==> src/rtl/core/hbs_pkg.sv <==
// ----------------------------------------------------------------------------
// hbs_pkg
// Shared constants and types for the bucketed histogram statistics core.
// ----------------------------------------------------------------------------
package hbs_pkg;

   localparam int NUM_BOUNDARIES = 7;
   localparam int NUM_BUCKETS    = NUM_BOUNDARIES + 1;
   localparam int SAMPLE_WIDTH   = 32;
   localparam int COUNT_WIDTH    = 32;
   localparam int SUM_WIDTH      = 64;
   localparam int BIDX_WIDTH     = 3;
   localparam int NB_WIDTH       = 3;
   localparam int CSR_IDX_WIDTH  = 3;
   localparam int CSR_DATA_WIDTH = 32;
   localparam int DIV_STEPS      = SUM_WIDTH;
   localparam int DIV_CNT_WIDTH  = $clog2(DIV_STEPS);

   localparam logic [1:0] REQ_ADD   = 2'd0;
   localparam logic [1:0] REQ_READ  = 2'd1;
   localparam logic [1:0] REQ_CLEAR = 2'd2;

   localparam logic [CSR_IDX_WIDTH-1:0] CSR_BOUNDARIES_IN_USE = '0;

   localparam logic [NB_WIDTH-1:0] NB_RESET = NB_WIDTH'(NUM_BOUNDARIES);

   localparam logic signed [SAMPLE_WIDTH-1:0] SAMPLE_MAX = {1'b0, {(SAMPLE_WIDTH-1){1'b1}}};
   localparam logic signed [SAMPLE_WIDTH-1:0] SAMPLE_MIN = {1'b1, {(SAMPLE_WIDTH-1){1'b0}}};
   localparam logic signed [SUM_WIDTH-1:0]    SUM_MAX    = {1'b0, {(SUM_WIDTH-1){1'b1}}};
   localparam logic signed [SUM_WIDTH-1:0]    SUM_MIN    = {1'b1, {(SUM_WIDTH-1){1'b0}}};
   localparam logic [COUNT_WIDTH-1:0]         COUNT_MAX  = '1;

   // Quotient limits for the mean, as unsigned magnitudes.
   localparam logic [SUM_WIDTH-1:0] MEAN_POS_LIMIT =
      {{(SUM_WIDTH-SAMPLE_WIDTH+1){1'b0}}, {(SAMPLE_WIDTH-1){1'b1}}};
   localparam logic [SUM_WIDTH-1:0] MEAN_NEG_LIMIT = MEAN_POS_LIMIT + SUM_WIDTH'(1);

   typedef enum logic [2:0] {
      ST_IDLE,
      ST_SCAN,
      ST_UPDATE,
      ST_DIV_START,
      ST_DIV_WAIT,
      ST_DONE
   } state_type;

   typedef struct packed {
      logic                  start;
      logic [SUM_WIDTH-1:0]  dividend;
      logic [COUNT_WIDTH-1:0] divisor;
   } div_req_type;

endpackage

==> src/rtl/core/hbs_divider.sv <==
// ----------------------------------------------------------------------------
// hbs_divider
// Restoring unsigned divider, one quotient bit per cycle.
// ----------------------------------------------------------------------------
module hbs_divider (
   input  logic                               clock,
   input  logic                               reset,
   input  hbs_pkg::div_req_type               div_req,
   output logic                               done,
   output logic [hbs_pkg::SUM_WIDTH-1:0]      quotient
);

   logic                                  run_ff, run_in;
   logic                                  done_ff, done_in;
   logic [hbs_pkg::DIV_CNT_WIDTH-1:0]     cnt_ff, cnt_in;
   logic [hbs_pkg::COUNT_WIDTH-1:0]       rem_ff, rem_in;
   logic [hbs_pkg::SUM_WIDTH-1:0]         quo_ff, quo_in;
   logic [hbs_pkg::COUNT_WIDTH-1:0]       div_ff, div_in;
   logic [hbs_pkg::COUNT_WIDTH:0]         trial;
   logic [hbs_pkg::COUNT_WIDTH:0]         diff;
   logic                                  fits;

   // The dividend shifts out of the top of the quotient register while the
   // quotient bits shift in at the bottom.
   assign trial = {rem_ff, quo_ff[hbs_pkg::SUM_WIDTH-1]};
   assign diff  = trial - {1'b0, div_ff};
   assign fits  = trial >= {1'b0, div_ff};

   always_comb begin
      run_in  = run_ff;
      done_in = 1'b0;
      cnt_in  = cnt_ff;
      rem_in  = rem_ff;
      quo_in  = quo_ff;
      div_in  = div_ff;
      if (div_req.start) begin
         run_in = 1'b1;
         cnt_in = '0;
         rem_in = '0;
         quo_in = div_req.dividend;
         div_in = div_req.divisor;
      end else if (run_ff) begin
         rem_in = fits ? diff[hbs_pkg::COUNT_WIDTH-1:0] : trial[hbs_pkg::COUNT_WIDTH-1:0];
         quo_in = {quo_ff[hbs_pkg::SUM_WIDTH-2:0], fits};
         cnt_in = cnt_ff + hbs_pkg::DIV_CNT_WIDTH'(1);
         if (cnt_ff == hbs_pkg::DIV_CNT_WIDTH'(hbs_pkg::DIV_STEPS - 1)) begin
            run_in  = 1'b0;
            done_in = 1'b1;
         end
      end
   end

   always_ff @(posedge clock) begin
      if (reset) begin
         run_ff  <= 1'b0;
         done_ff <= 1'b0;
         cnt_ff  <= '0;
      end else begin
         run_ff  <= run_in;
         done_ff <= done_in;
         cnt_ff  <= cnt_in;
      end
      rem_ff <= rem_in;
      quo_ff <= quo_in;
      div_ff <= div_in;
   end

   assign done     = done_ff;
   assign quotient = quo_ff;

endmodule

==> src/rtl/core/bucketed_histogram_stats_core.sv <==
// ----------------------------------------------------------------------------
// bucketed_histogram_stats_core
// Histogram over signed Q16.16 samples with running min, max, count, sum
// and mean, driven by a small sequencer around one shared divider.
// ----------------------------------------------------------------------------
//  channel   direction  handshake              payload
//  req_      in         req_valid/req_ready    req_type, req_sample, req_query_bucket
//  rsp_      out        rsp_valid/rsp_ready    bucket, min, max, total, sum, mean, empty
//  csr_      in         csr_we                 csr_index, csr_wdata
//
// An add request scans the N active boundaries (one per cycle on a single
// comparator), updates the statistics, then runs the bit-serial mean divider;
// a read only runs the divider, a clear empties the statistics first. One
// request is in progress at a time; a finished response waits in the output
// register, and the next request is accepted while it waits. Reset is
// synchronous and clears statistics, configuration, state and valid flags.
module bucketed_histogram_stats_core (
   input  logic                                      clock,
   input  logic                                      reset,
   input  logic                                      req_valid,
   output logic                                      req_ready,
   input  logic [1:0]                                req_type,
   input  logic signed [hbs_pkg::SAMPLE_WIDTH-1:0]   req_sample,
   input  logic [hbs_pkg::BIDX_WIDTH-1:0]            req_query_bucket,
   output logic                                      rsp_valid,
   input  logic                                      rsp_ready,
   output logic [hbs_pkg::BIDX_WIDTH-1:0]            rsp_bucket_index,
   output logic [hbs_pkg::COUNT_WIDTH-1:0]           rsp_bucket_count,
   output logic signed [hbs_pkg::SAMPLE_WIDTH-1:0]   rsp_min_value,
   output logic signed [hbs_pkg::SAMPLE_WIDTH-1:0]   rsp_max_value,
   output logic [hbs_pkg::COUNT_WIDTH-1:0]           rsp_sample_total,
   output logic signed [hbs_pkg::SUM_WIDTH-1:0]      rsp_sample_sum,
   output logic signed [hbs_pkg::SAMPLE_WIDTH-1:0]   rsp_mean_value,
   output logic                                      rsp_is_empty,
   input  logic                                      csr_we,
   input  logic [hbs_pkg::CSR_IDX_WIDTH-1:0]         csr_index,
   input  logic [hbs_pkg::CSR_DATA_WIDTH-1:0]        csr_wdata
);

   hbs_pkg::state_type state_ff, state_in;

   // Configuration.
   logic [hbs_pkg::NB_WIDTH-1:0]                  nb_ff;
   logic signed [hbs_pkg::SAMPLE_WIDTH-1:0]       boundary_ff [hbs_pkg::NUM_BOUNDARIES];

   // Statistics.
   logic [hbs_pkg::COUNT_WIDTH-1:0]               bucket_ff [hbs_pkg::NUM_BUCKETS];
   logic signed [hbs_pkg::SAMPLE_WIDTH-1:0]       min_ff;
   logic signed [hbs_pkg::SAMPLE_WIDTH-1:0]       max_ff;
   logic [hbs_pkg::COUNT_WIDTH-1:0]               count_ff;
   logic signed [hbs_pkg::SUM_WIDTH-1:0]          sum_ff;

   // Request in progress.
   logic signed [hbs_pkg::SAMPLE_WIDTH-1:0]       sample_ff;
   logic [hbs_pkg::BIDX_WIDTH-1:0]                idx_ff;
   logic [hbs_pkg::NB_WIDTH-1:0]                  scan_ff;
   logic                                          neg_ff;

   // Response register.
   logic                                          rsp_valid_ff;
   logic [hbs_pkg::BIDX_WIDTH-1:0]                rsp_idx_ff;
   logic [hbs_pkg::COUNT_WIDTH-1:0]               rsp_bcount_ff;
   logic signed [hbs_pkg::SAMPLE_WIDTH-1:0]       rsp_min_ff;
   logic signed [hbs_pkg::SAMPLE_WIDTH-1:0]       rsp_max_ff;
   logic [hbs_pkg::COUNT_WIDTH-1:0]               rsp_total_ff;
   logic signed [hbs_pkg::SUM_WIDTH-1:0]          rsp_sum_ff;
   logic signed [hbs_pkg::SAMPLE_WIDTH-1:0]       rsp_mean_ff;
   logic                                          rsp_empty_ff;

   logic                                          req_fire;
   logic                                          slot_free;
   logic [hbs_pkg::NB_WIDTH-1:0]                  nb_active;
   logic                                          scan_last;
   logic                                          scan_hit;
   logic signed [hbs_pkg::SUM_WIDTH-1:0]          sample_ext;
   logic signed [hbs_pkg::SUM_WIDTH-1:0]          sum_add;
   logic                                          sum_ovf;
   logic [hbs_pkg::SUM_WIDTH-1:0]                 sum_mag;
   logic signed [hbs_pkg::SAMPLE_WIDTH-1:0]       mean;
   logic                                          div_start;
   hbs_pkg::div_req_type                          div_req;
   logic                                          div_done;
   logic [hbs_pkg::SUM_WIDTH-1:0]                 quotient;

   assign req_fire  = req_valid && req_ready;
   assign slot_free = !rsp_valid_ff || rsp_ready;

   // A count of zero active boundaries behaves as one.
   assign nb_active = (nb_ff == '0) ? hbs_pkg::NB_WIDTH'(1) : nb_ff;
   assign scan_last = (scan_ff == nb_active - hbs_pkg::NB_WIDTH'(1));
   assign scan_hit  = boundary_ff[scan_ff] <= sample_ff;

   assign sample_ext = hbs_pkg::SUM_WIDTH'(sample_ff);
   assign sum_add    = sum_ff + sample_ext;
   assign sum_ovf    = (sum_ff[hbs_pkg::SUM_WIDTH-1] == sample_ext[hbs_pkg::SUM_WIDTH-1]) &&
                       (sum_add[hbs_pkg::SUM_WIDTH-1] != sum_ff[hbs_pkg::SUM_WIDTH-1]);
   assign sum_mag    = sum_ff[hbs_pkg::SUM_WIDTH-1] ? -sum_ff : sum_ff;

   assign div_req.start    = div_start;
   assign div_req.dividend = sum_mag;
   assign div_req.divisor  = count_ff;

   hbs_divider u_divider (
      .clock    (clock),
      .reset    (reset),
      .div_req  (div_req),
      .done     (div_done),
      .quotient (quotient)
   );

   // Truncated mean, clamped to the sample range.
   always_comb begin
      if (count_ff == '0) begin
         mean = '0;
      end else if (neg_ff) begin
         if (quotient > hbs_pkg::MEAN_NEG_LIMIT) begin
            mean = hbs_pkg::SAMPLE_MIN;
         end else begin
            mean = -quotient[hbs_pkg::SAMPLE_WIDTH-1:0];
         end
      end else begin
         if (quotient > hbs_pkg::MEAN_POS_LIMIT) begin
            mean = hbs_pkg::SAMPLE_MAX;
         end else begin
            mean = quotient[hbs_pkg::SAMPLE_WIDTH-1:0];
         end
      end
   end

   // Next state.
   always_comb begin
      state_in = state_ff;
      unique case (state_ff)
         hbs_pkg::ST_IDLE: begin
            if (req_fire) begin
               state_in = (req_type == hbs_pkg::REQ_ADD) ? hbs_pkg::ST_SCAN
                                                         : hbs_pkg::ST_DIV_START;
            end
         end
         hbs_pkg::ST_SCAN: begin
            if (scan_last) begin
               state_in = hbs_pkg::ST_UPDATE;
            end
         end
         hbs_pkg::ST_UPDATE:    state_in = hbs_pkg::ST_DIV_START;
         hbs_pkg::ST_DIV_START: state_in = hbs_pkg::ST_DIV_WAIT;
         hbs_pkg::ST_DIV_WAIT: begin
            if (div_done) begin
               state_in = hbs_pkg::ST_DONE;
            end
         end
         hbs_pkg::ST_DONE: begin
            if (slot_free) begin
               state_in = hbs_pkg::ST_IDLE;
            end
         end
         default: state_in = hbs_pkg::ST_IDLE;
      endcase
   end

   // Sequencer outputs.
   always_comb begin
      req_ready = 1'b0;
      div_start = 1'b0;
      unique case (state_ff)
         hbs_pkg::ST_IDLE:      req_ready = 1'b1;
         hbs_pkg::ST_DIV_START: div_start = 1'b1;
         default: begin
            req_ready = 1'b0;
            div_start = 1'b0;
         end
      endcase
   end

   always_ff @(posedge clock) begin
      if (reset) begin
         state_ff <= hbs_pkg::ST_IDLE;
      end else begin
         state_ff <= state_in;
      end
   end

   // Configuration registers.
   always_ff @(posedge clock) begin
      if (reset) begin
         nb_ff <= hbs_pkg::NB_RESET;
         for (int i = 0; i < hbs_pkg::NUM_BOUNDARIES; i++) begin
            boundary_ff[i] <= '0;
         end
      end else if (csr_we) begin
         if (csr_index == hbs_pkg::CSR_BOUNDARIES_IN_USE) begin
            nb_ff <= csr_wdata[hbs_pkg::NB_WIDTH-1:0];
         end else begin
            boundary_ff[csr_index - hbs_pkg::CSR_IDX_WIDTH'(1)] <=
               csr_wdata[hbs_pkg::SAMPLE_WIDTH-1:0];
         end
      end
   end

   // Statistics and the request in progress.
   always_ff @(posedge clock) begin
      if (reset) begin
         for (int i = 0; i < hbs_pkg::NUM_BUCKETS; i++) begin
            bucket_ff[i] <= '0;
         end
         min_ff   <= hbs_pkg::SAMPLE_MAX;
         max_ff   <= hbs_pkg::SAMPLE_MIN;
         count_ff <= '0;
         sum_ff   <= '0;
      end else begin
         unique case (state_ff)
            hbs_pkg::ST_IDLE: begin
               if (req_fire && req_type == hbs_pkg::REQ_CLEAR) begin
                  for (int i = 0; i < hbs_pkg::NUM_BUCKETS; i++) begin
                     bucket_ff[i] <= '0;
                  end
                  min_ff   <= hbs_pkg::SAMPLE_MAX;
                  max_ff   <= hbs_pkg::SAMPLE_MIN;
                  count_ff <= '0;
                  sum_ff   <= '0;
               end
            end
            hbs_pkg::ST_UPDATE: begin
               if (bucket_ff[idx_ff] != hbs_pkg::COUNT_MAX) begin
                  bucket_ff[idx_ff] <= bucket_ff[idx_ff] + hbs_pkg::COUNT_WIDTH'(1);
               end
               if (sample_ff < min_ff) begin
                  min_ff <= sample_ff;
               end
               if (sample_ff > max_ff) begin
                  max_ff <= sample_ff;
               end
               if (count_ff != hbs_pkg::COUNT_MAX) begin
                  count_ff <= count_ff + hbs_pkg::COUNT_WIDTH'(1);
               end
               if (sum_ovf) begin
                  sum_ff <= sum_ff[hbs_pkg::SUM_WIDTH-1] ? hbs_pkg::SUM_MIN : hbs_pkg::SUM_MAX;
               end else begin
                  sum_ff <= sum_add;
               end
            end
            default: begin
            end
         endcase
      end
   end

   always_ff @(posedge clock) begin
      if (req_fire) begin
         sample_ff <= req_sample;
         idx_ff    <= (req_type == hbs_pkg::REQ_ADD) ? '0 : req_query_bucket;
         scan_ff   <= '0;
      end else if (state_ff == hbs_pkg::ST_SCAN) begin
         if (scan_hit) begin
            idx_ff <= idx_ff + hbs_pkg::BIDX_WIDTH'(1);
         end
         scan_ff <= scan_ff + hbs_pkg::NB_WIDTH'(1);
      end
      if (state_ff == hbs_pkg::ST_DIV_START) begin
         neg_ff <= sum_ff[hbs_pkg::SUM_WIDTH-1];
      end
   end

   // Response register.
   always_ff @(posedge clock) begin
      if (reset) begin
         rsp_valid_ff <= 1'b0;
      end else if (state_ff == hbs_pkg::ST_DONE && slot_free) begin
         rsp_valid_ff <= 1'b1;
      end else if (rsp_ready) begin
         rsp_valid_ff <= 1'b0;
      end
      if (state_ff == hbs_pkg::ST_DONE && slot_free) begin
         rsp_idx_ff    <= idx_ff;
         rsp_bcount_ff <= bucket_ff[idx_ff];
         rsp_min_ff    <= min_ff;
         rsp_max_ff    <= max_ff;
         rsp_total_ff  <= count_ff;
         rsp_sum_ff    <= sum_ff;
         rsp_mean_ff   <= mean;
         rsp_empty_ff  <= (count_ff == '0);
      end
   end

   assign rsp_valid        = rsp_valid_ff;
   assign rsp_bucket_index = rsp_idx_ff;
   assign rsp_bucket_count = rsp_bcount_ff;
   assign rsp_min_value    = rsp_min_ff;
   assign rsp_max_value    = rsp_max_ff;
   assign rsp_sample_total = rsp_total_ff;
   assign rsp_sample_sum   = rsp_sum_ff;
   assign rsp_mean_value   = rsp_mean_ff;
   assign rsp_is_empty     = rsp_empty_ff;

   // An empty histogram holds the cleared sum and extremes.
   a_empty_cleared: assert property (@(posedge clock) disable iff (reset)
      (count_ff == '0) |-> (sum_ff == '0 && min_ff == hbs_pkg::SAMPLE_MAX &&
                            max_ff == hbs_pkg::SAMPLE_MIN))
      else $error("empty statistics not in cleared state");

   // Once a sample is in, the minimum never exceeds the maximum.
   a_min_le_max: assert property (@(posedge clock) disable iff (reset)
      (count_ff != '0) |-> (min_ff <= max_ff))
      else $error("minimum above maximum");

   // An update always leaves at least one sample counted.
   a_update_counts: assert property (@(posedge clock) disable iff (reset)
      (state_ff == hbs_pkg::ST_UPDATE) |=> (count_ff != '0))
      else $error("sample count zero after update");

   // The divider reports completion only while the sequencer waits for it.
   a_div_done_wait: assert property (@(posedge clock) disable iff (reset)
      div_done |-> (state_ff == hbs_pkg::ST_DIV_WAIT))
      else $error("divider finished outside its wait state");

endmodule
==> config.mk <==
export PLATFORM = sky130hd
export DESIGN_NAME = bucketed_histogram_stats_core
export DESIGN_NICKNAME = d
export VERILOG_FILES = /design/src/rtl/core/hbs_pkg.sv /design/src/rtl/core/hbs_divider.sv /design/src/rtl/core/bucketed_histogram_stats_core.sv
export SDC_FILE = /design/constraint.sdc
export NUM_CORES = 2
export LEC_CHECK = 0
export BUFFER_PORTS_ARGS = -buffer_cell sky130_fd_sc_hd__buf_2
export CAP_MARGIN = 20
export CORE_ASPECT_RATIO = 0.5
export CORE_MARGIN = 2
export CORE_UTILIZATION = 60
export DETAILED_ROUTE_END_ITERATION = 7
export PLACE_DENSITY = 0.79
export SYNTH_ARGS = -nofsm -noshare
export SYNTH_HDL_FRONTEND = slang
export SYNTH_SLANG_ARGS = --single-unit
==> constraint.sdc <==
create_clock -name clock -period 28.1 [get_ports clock]
set_clock_uncertainty 0.2 [all_clocks]
set_input_delay 4.215 -clock clock [delete_from_list [all_inputs] [get_ports clock]]
set_output_delay 4.215 -clock clock [all_outputs]
set_load 0.05 [all_outputs]
Word-level counts from Yosys, hierarchy flattened
Memories as Yosys holds them, arrays and structs flattened. A register that Yosys moved wholly into a read port is not among the register bits. Index checks and enable logic that the tools add are counted.

Muxes and demuxes: 70. Reductions and logical operators: 27. $add $sub $neg: 11. Magnitude comparators: 6. Equality and inequality tests: 20. Bitwise logic cells: 9.

Operators by type and width (count): $mux 32 (20); $mux 64 (6); $pmux 32 s2 (3); $pmux 64 s2 (1); $add 32x1->32 const B (2); $add 64x32->64 (1); $gt 64x31->1 const B (1); $gt 64x32->1 const B (1); $ne 32x32->1 const B (2); $neg 64->64 (1); $reduce_or 32->1 (2); $mux 3 (14); $ge 33x32->1 (1); $gt 32x32->1 (1); $le 32x32->1 (1); $logic_not 32->1 (1); $lt 32x32->1 (1); $neg 32->32 (1); $sub 32x32->32 (1); $mux 1 (24); $pmux 3 s6 (1); $ne 2x2->1 const B (7); $reduce_bool 2->1 (5); $logic_not 3->1 (3); other kinds (24) (42).

Bits in writable memories: 480. Logic and storage cells: 170. Bits of input ports: 77. Register bits after elaboration: 570. Memories: 2.

Memories: bucket_ff (depth 8, bits a word 32, read ports 1, clocked after Yosys merged registers in 1, write ports 8, RTL line bucketed_histogram_stats_core.sv:47) `logic [hbs_pkg::COUNT_WIDTH-1:0] bucket_ff [hbs_pkg::NUM_BUCKETS];`; boundary_ff (depth 7, bits a word 32, read ports 1, clocked after Yosys merged registers in 1, write ports 7, RTL line bucketed_histogram_stats_core.sv:44) `logic signed [hbs_pkg::SAMPLE_WIDTH-1:0] boundary_ff [hbs_pkg::NUM_BOUNDARIES];`.

Longest topological paths before layout
Depth in word-level cells: 10. Depth in mapped cells: 17. Gate-level depth less buffers: 14.

Modules after synthesis
Synthesis repeated with hierarchy kept, for this count alone.

Cell total of the unflattened synthesis: 4551. Area, all modules: 53251.1 µm².

Modules (own cells, without submodules): bucketed_histogram_stats_core (times used 1, area each 45955.3 µm², cells each 3873); hbs_divider (times used 1, area each 7295.7 µm², cells each 678).

Worst setup path after synthesis
OpenSTA, ideal clock, no wires.

Kind: input to register. Start: input rsp_ready. End: register rsp_bcount_ff (netlist bit rsp_bucket_count[0]), read port of bucket_ff, enable pin. Data arrival time: 13.696 ns. Path buffers: 0. Setup slack: 13.383 ns. Required time: 27.079 ns. Cell stages on the path: 2. Path through: nor2b_1 nor2_1.

Longest elaborated chain between the ends: 2.

Ends and longest elaborated chain: start, declared (RTL line bucketed_histogram_stats_core.sv:26) `input logic rsp_ready,`; $logic_or 1x1->1 (RTL line bucketed_histogram_stats_core.sv:86) `assign slot_free = !rsp_valid_ff || rsp_ready;`; $logic_and 1x1->1 (RTL line bucketed_histogram_stats_core.sv:273) `if (state_ff == hbs_pkg::ST_DONE && slot_free) begin`; end, declared (RTL line bucketed_histogram_stats_core.sv:62) `logic [hbs_pkg::COUNT_WIDTH-1:0] rsp_bcount_ff;`.

No other way between the ends. A chain may end at the register's enable or synchronous reset.

==> run metrics <==
Period Utilization, post-route 26.31%; Yosys reg bits 1088; cts bufs inserted 93; Period minus WS final 7.394 ns; post-synth top area share 48.12%; Initial Util 60.72%; DR WL/cell 22.37 microns; Util after Layout 67.21%; Crit Path Category reg2reg; max cap viols 0; Critical Path End Type register; core region area 86340 sq um; via count 37489; Hold Path Class reg2reg; row cnt 76; Slew HR 29.75%; area leader, netlist edfxtp_1; Post-Route WL 136200 microns; number of synthesized flops with an enable pin 840; Cells after Synth 4617; global-route wire length before repair 208200 microns; Worst Path Buf+Inv 1; synth cell count leaders edfxtp_1 (840), nor2_1 (653), nand2_1 (423); post-synthesis sequential area ratio 57.59%; HPWL after DPL 89970 microns; vias in the first global route 36830; final hold violations 0; die width 422.0 microns; total grt overflow 0; cts hold-fix bufs 0; DRC errors left 0; clock network fraction of design power 26.7%; Crit Reg-Reg Endpoint bucket_ff[2][29]; WP data arrival 7.51 ns; Setup Buffers After CTS 0; Slew Limit Fails 0; crit path max fanout 36; synth unique cells 78; slowest CP cell nand2_2; synth top area cells edfxtp_1 (48%), dfxtp_1 (9.5%), mux4_2 (5.5%); fraction of registers with async set or reset after synthesis 0%; Max Buffers Root-to-Sink 3; CTS tree done; GRT Total Usage 30.00%; Min-Delay Path Depth 0; Hold WS 0.2185 ns; DR pass1 iterations 7; Vias per Instance 6.157; Worst R2R Setup Slack 20.71 ns; CP dominant cell by count and3_1; Cell Pwr Density 82.79 nW/um^2; initial antenna violation count 2; P&R area growth vs syn 10.69%; ratio of cells with drive above 1 in the final layout 14.98%; post-synth net total 4897; Yosys Warn Count 0; post_cts resized 0; Post-Syn Area 52420 sq um; layout net count 5119; worst reg-to-reg path cell count 12; setup_tns 0 ns; Skew-Pair Late Insertion Delay 0.72 ns; hold_sp min_ff[16]; final setup vio count 0; Synth Flop Type edfxtp_1; leak pwr 0.02199 uW; Mapped Avg Cell Area 11.35 sq um; CP max stage delay 1.17 ns; H-tree levels 3; Iteration-0 DRC Markers 4288; # IOs 307; overall die area 89900 sq um; worst path cell trace buf_4 -> mux4_2 -> mux2_2 -> ha_1 -> and3_1 -> and3_1 -> and2_1 -> and3_1 -> and2_0 -> a211oi_1 -> nand3_2 -> nand2_2; CP Launch Type register; most common cell in the synthesized netlist edfxtp_1; GP Congestion 0.9527; Die Ht 213.0 microns; Worst Hold End rsp_min_value[16]; Crit path max-delay family simple AND/OR/NAND/NOR gates; outcome complete, no violations; # port buffers 306; Reg power frac 42.4%; Worst-path clk slew 0.07 ns; largest net degree at the start of global routing 159; clock sinks 1088; combinational share of power 30.9%; WP data required 28.22 ns; Sw Pwr 1633 uW; clk root buf clkbuf_16; Peak Freq 135.2 MHz; n_diodes 0; Sw Ratio 34.00%; antenna viol nets, final 0; Max VDD drop 61.66 uV; worst-margin pin slew 1.050 ns; RSZ-0062 raised after global routing no; Pint 3171 uW
cell type report:
cell class,count,area (sq um)
Clock inverter,52,456.7
Sequential cell,1088,30200
Tap cell,1170,1464
Timing Repair Buffer,358,1983
Inverter,228,855.8
Fill cell,6281,28320
Clock buffer,123,2501
Multi-Input combinational cell,3070,20560
power groups by stage:
stage          Clock (uW)  Sequential (uW)  Combinational (uW)
3_3_place_gp            0             2060                1410
4_1_cts              1290             2030                1460
3_5_place_dp            0             2070                1450
5_1_grt              1360             2050                1620
2_1_floorplan           0             1990                1140
6_report             1280             2040                1480
how the worst max path moves through the flow:
stage,endpoint,slack [ns],cells past startpoint
finish,bucket_ff[2][29],20.71,12
global route,bucket_ff[2][29],20.28,12
CTS,bucket_ff[2][10],20.75,12
detailed placement,boundary_ff[1][10],20.69,11
global placement,boundary_ff[1][5],20.76,11
floorplan,rsp_bucket_count[0],13.38,2
worst register-to-register path, cell delays in order, from the launching register on:
cell and delay [ns]:
dfxtp_4 0.88, buf_4 0.65, mux4_2 0.61, mux2_2 0.37, ha_1 0.29, and3_1 0.21
and3_1 0.20, and2_1 0.22, and3_1 0.26, and2_0 0.44, a211oi_1 0.62, nand3_2 0.87
nand2_2 1.17
metal layers:
layer	wire length [microns]	up-vias	GRT usage, %
met5	17	-	0
met4	6203	2	13.82
met3	10780	343	4.587
met2	65420	1716	49.68
met1	53780	18188	39.52
li1	-	17240	-
layout by cell type, fill, tap and decap left out, drive strengths merged, types with 15 or more instances in the layout:
| master | instances |
|---|---|
| xor2 | 123 |
| a211oi | 18 |
| clkbuf | 124 |
| buf | 357 |
| nor2b | 19 |
| nand2b | 26 |
| nor4 | 30 |
| nor2 | 653 |
| nand3 | 85 |
| edfxtp | 840 |
| or3 | 82 |
| mux4 | 128 |
| o31ai | 41 |
| a31oi | 31 |
| inv | 232 |
| clkinv | 39 |
| nand3b | 22 |
| nor3 | 34 |
| o21a | 22 |
| and3 | 26 |
| dfxtp | 248 |
| xnor2 | 79 |
| and2 | 15 |
| nand2 | 423 |
| ha | 201 |
| nand4 | 55 |
| a21o | 109 |
| or2 | 15 |
| mux2i | 28 |
| a21oi | 311 |
| or4 | 15 |
| mux2 | 51 |
| o21ai | 298 |
cell families (layout without fill, tap and decap cells):
kind of cell,count (synthesis),in the layout,share of synthesized area (%)
adders and majority gates,203,203,4.874
and+or+nand+nor,1521,1521,12.99
DFF,1088,1088,57.59
AOI/OAI and AO/OA,937,937,10.66
buffers and inverters,459,761,3.389
muxes,207,207,7.129
xor gates and xnor gates,202,202,3.375
per-stage QoR:
stage / total power [uW] / instance area, sq um / std cells / worst slack, ns
2_1_floorplan: 3126 / 52420 / 4617 / 13.38
3_3_place_gp: 3467 / 54990 / 5910 / 20.76
3_5_place_dp: 3515 / 54990 / 5910 / 20.69
4_1_cts: 4791 / 57950 / 6085 / 20.75
5_1_grt: 5031 / 58030 / 6089 / 20.28
6_report: 4804 / 58030 / 6089 / 20.71
flip-flops by register name, indices dropped and copies added, names as in the netlist, 64 cells and up, named ones only:
name / cells
boundary_ff: 256
bucket_ff: 256
rsp_sample_sum: 64
sum_ff: 64
u_divider.quotient: 64
Power figures use the tool's default switching activity.
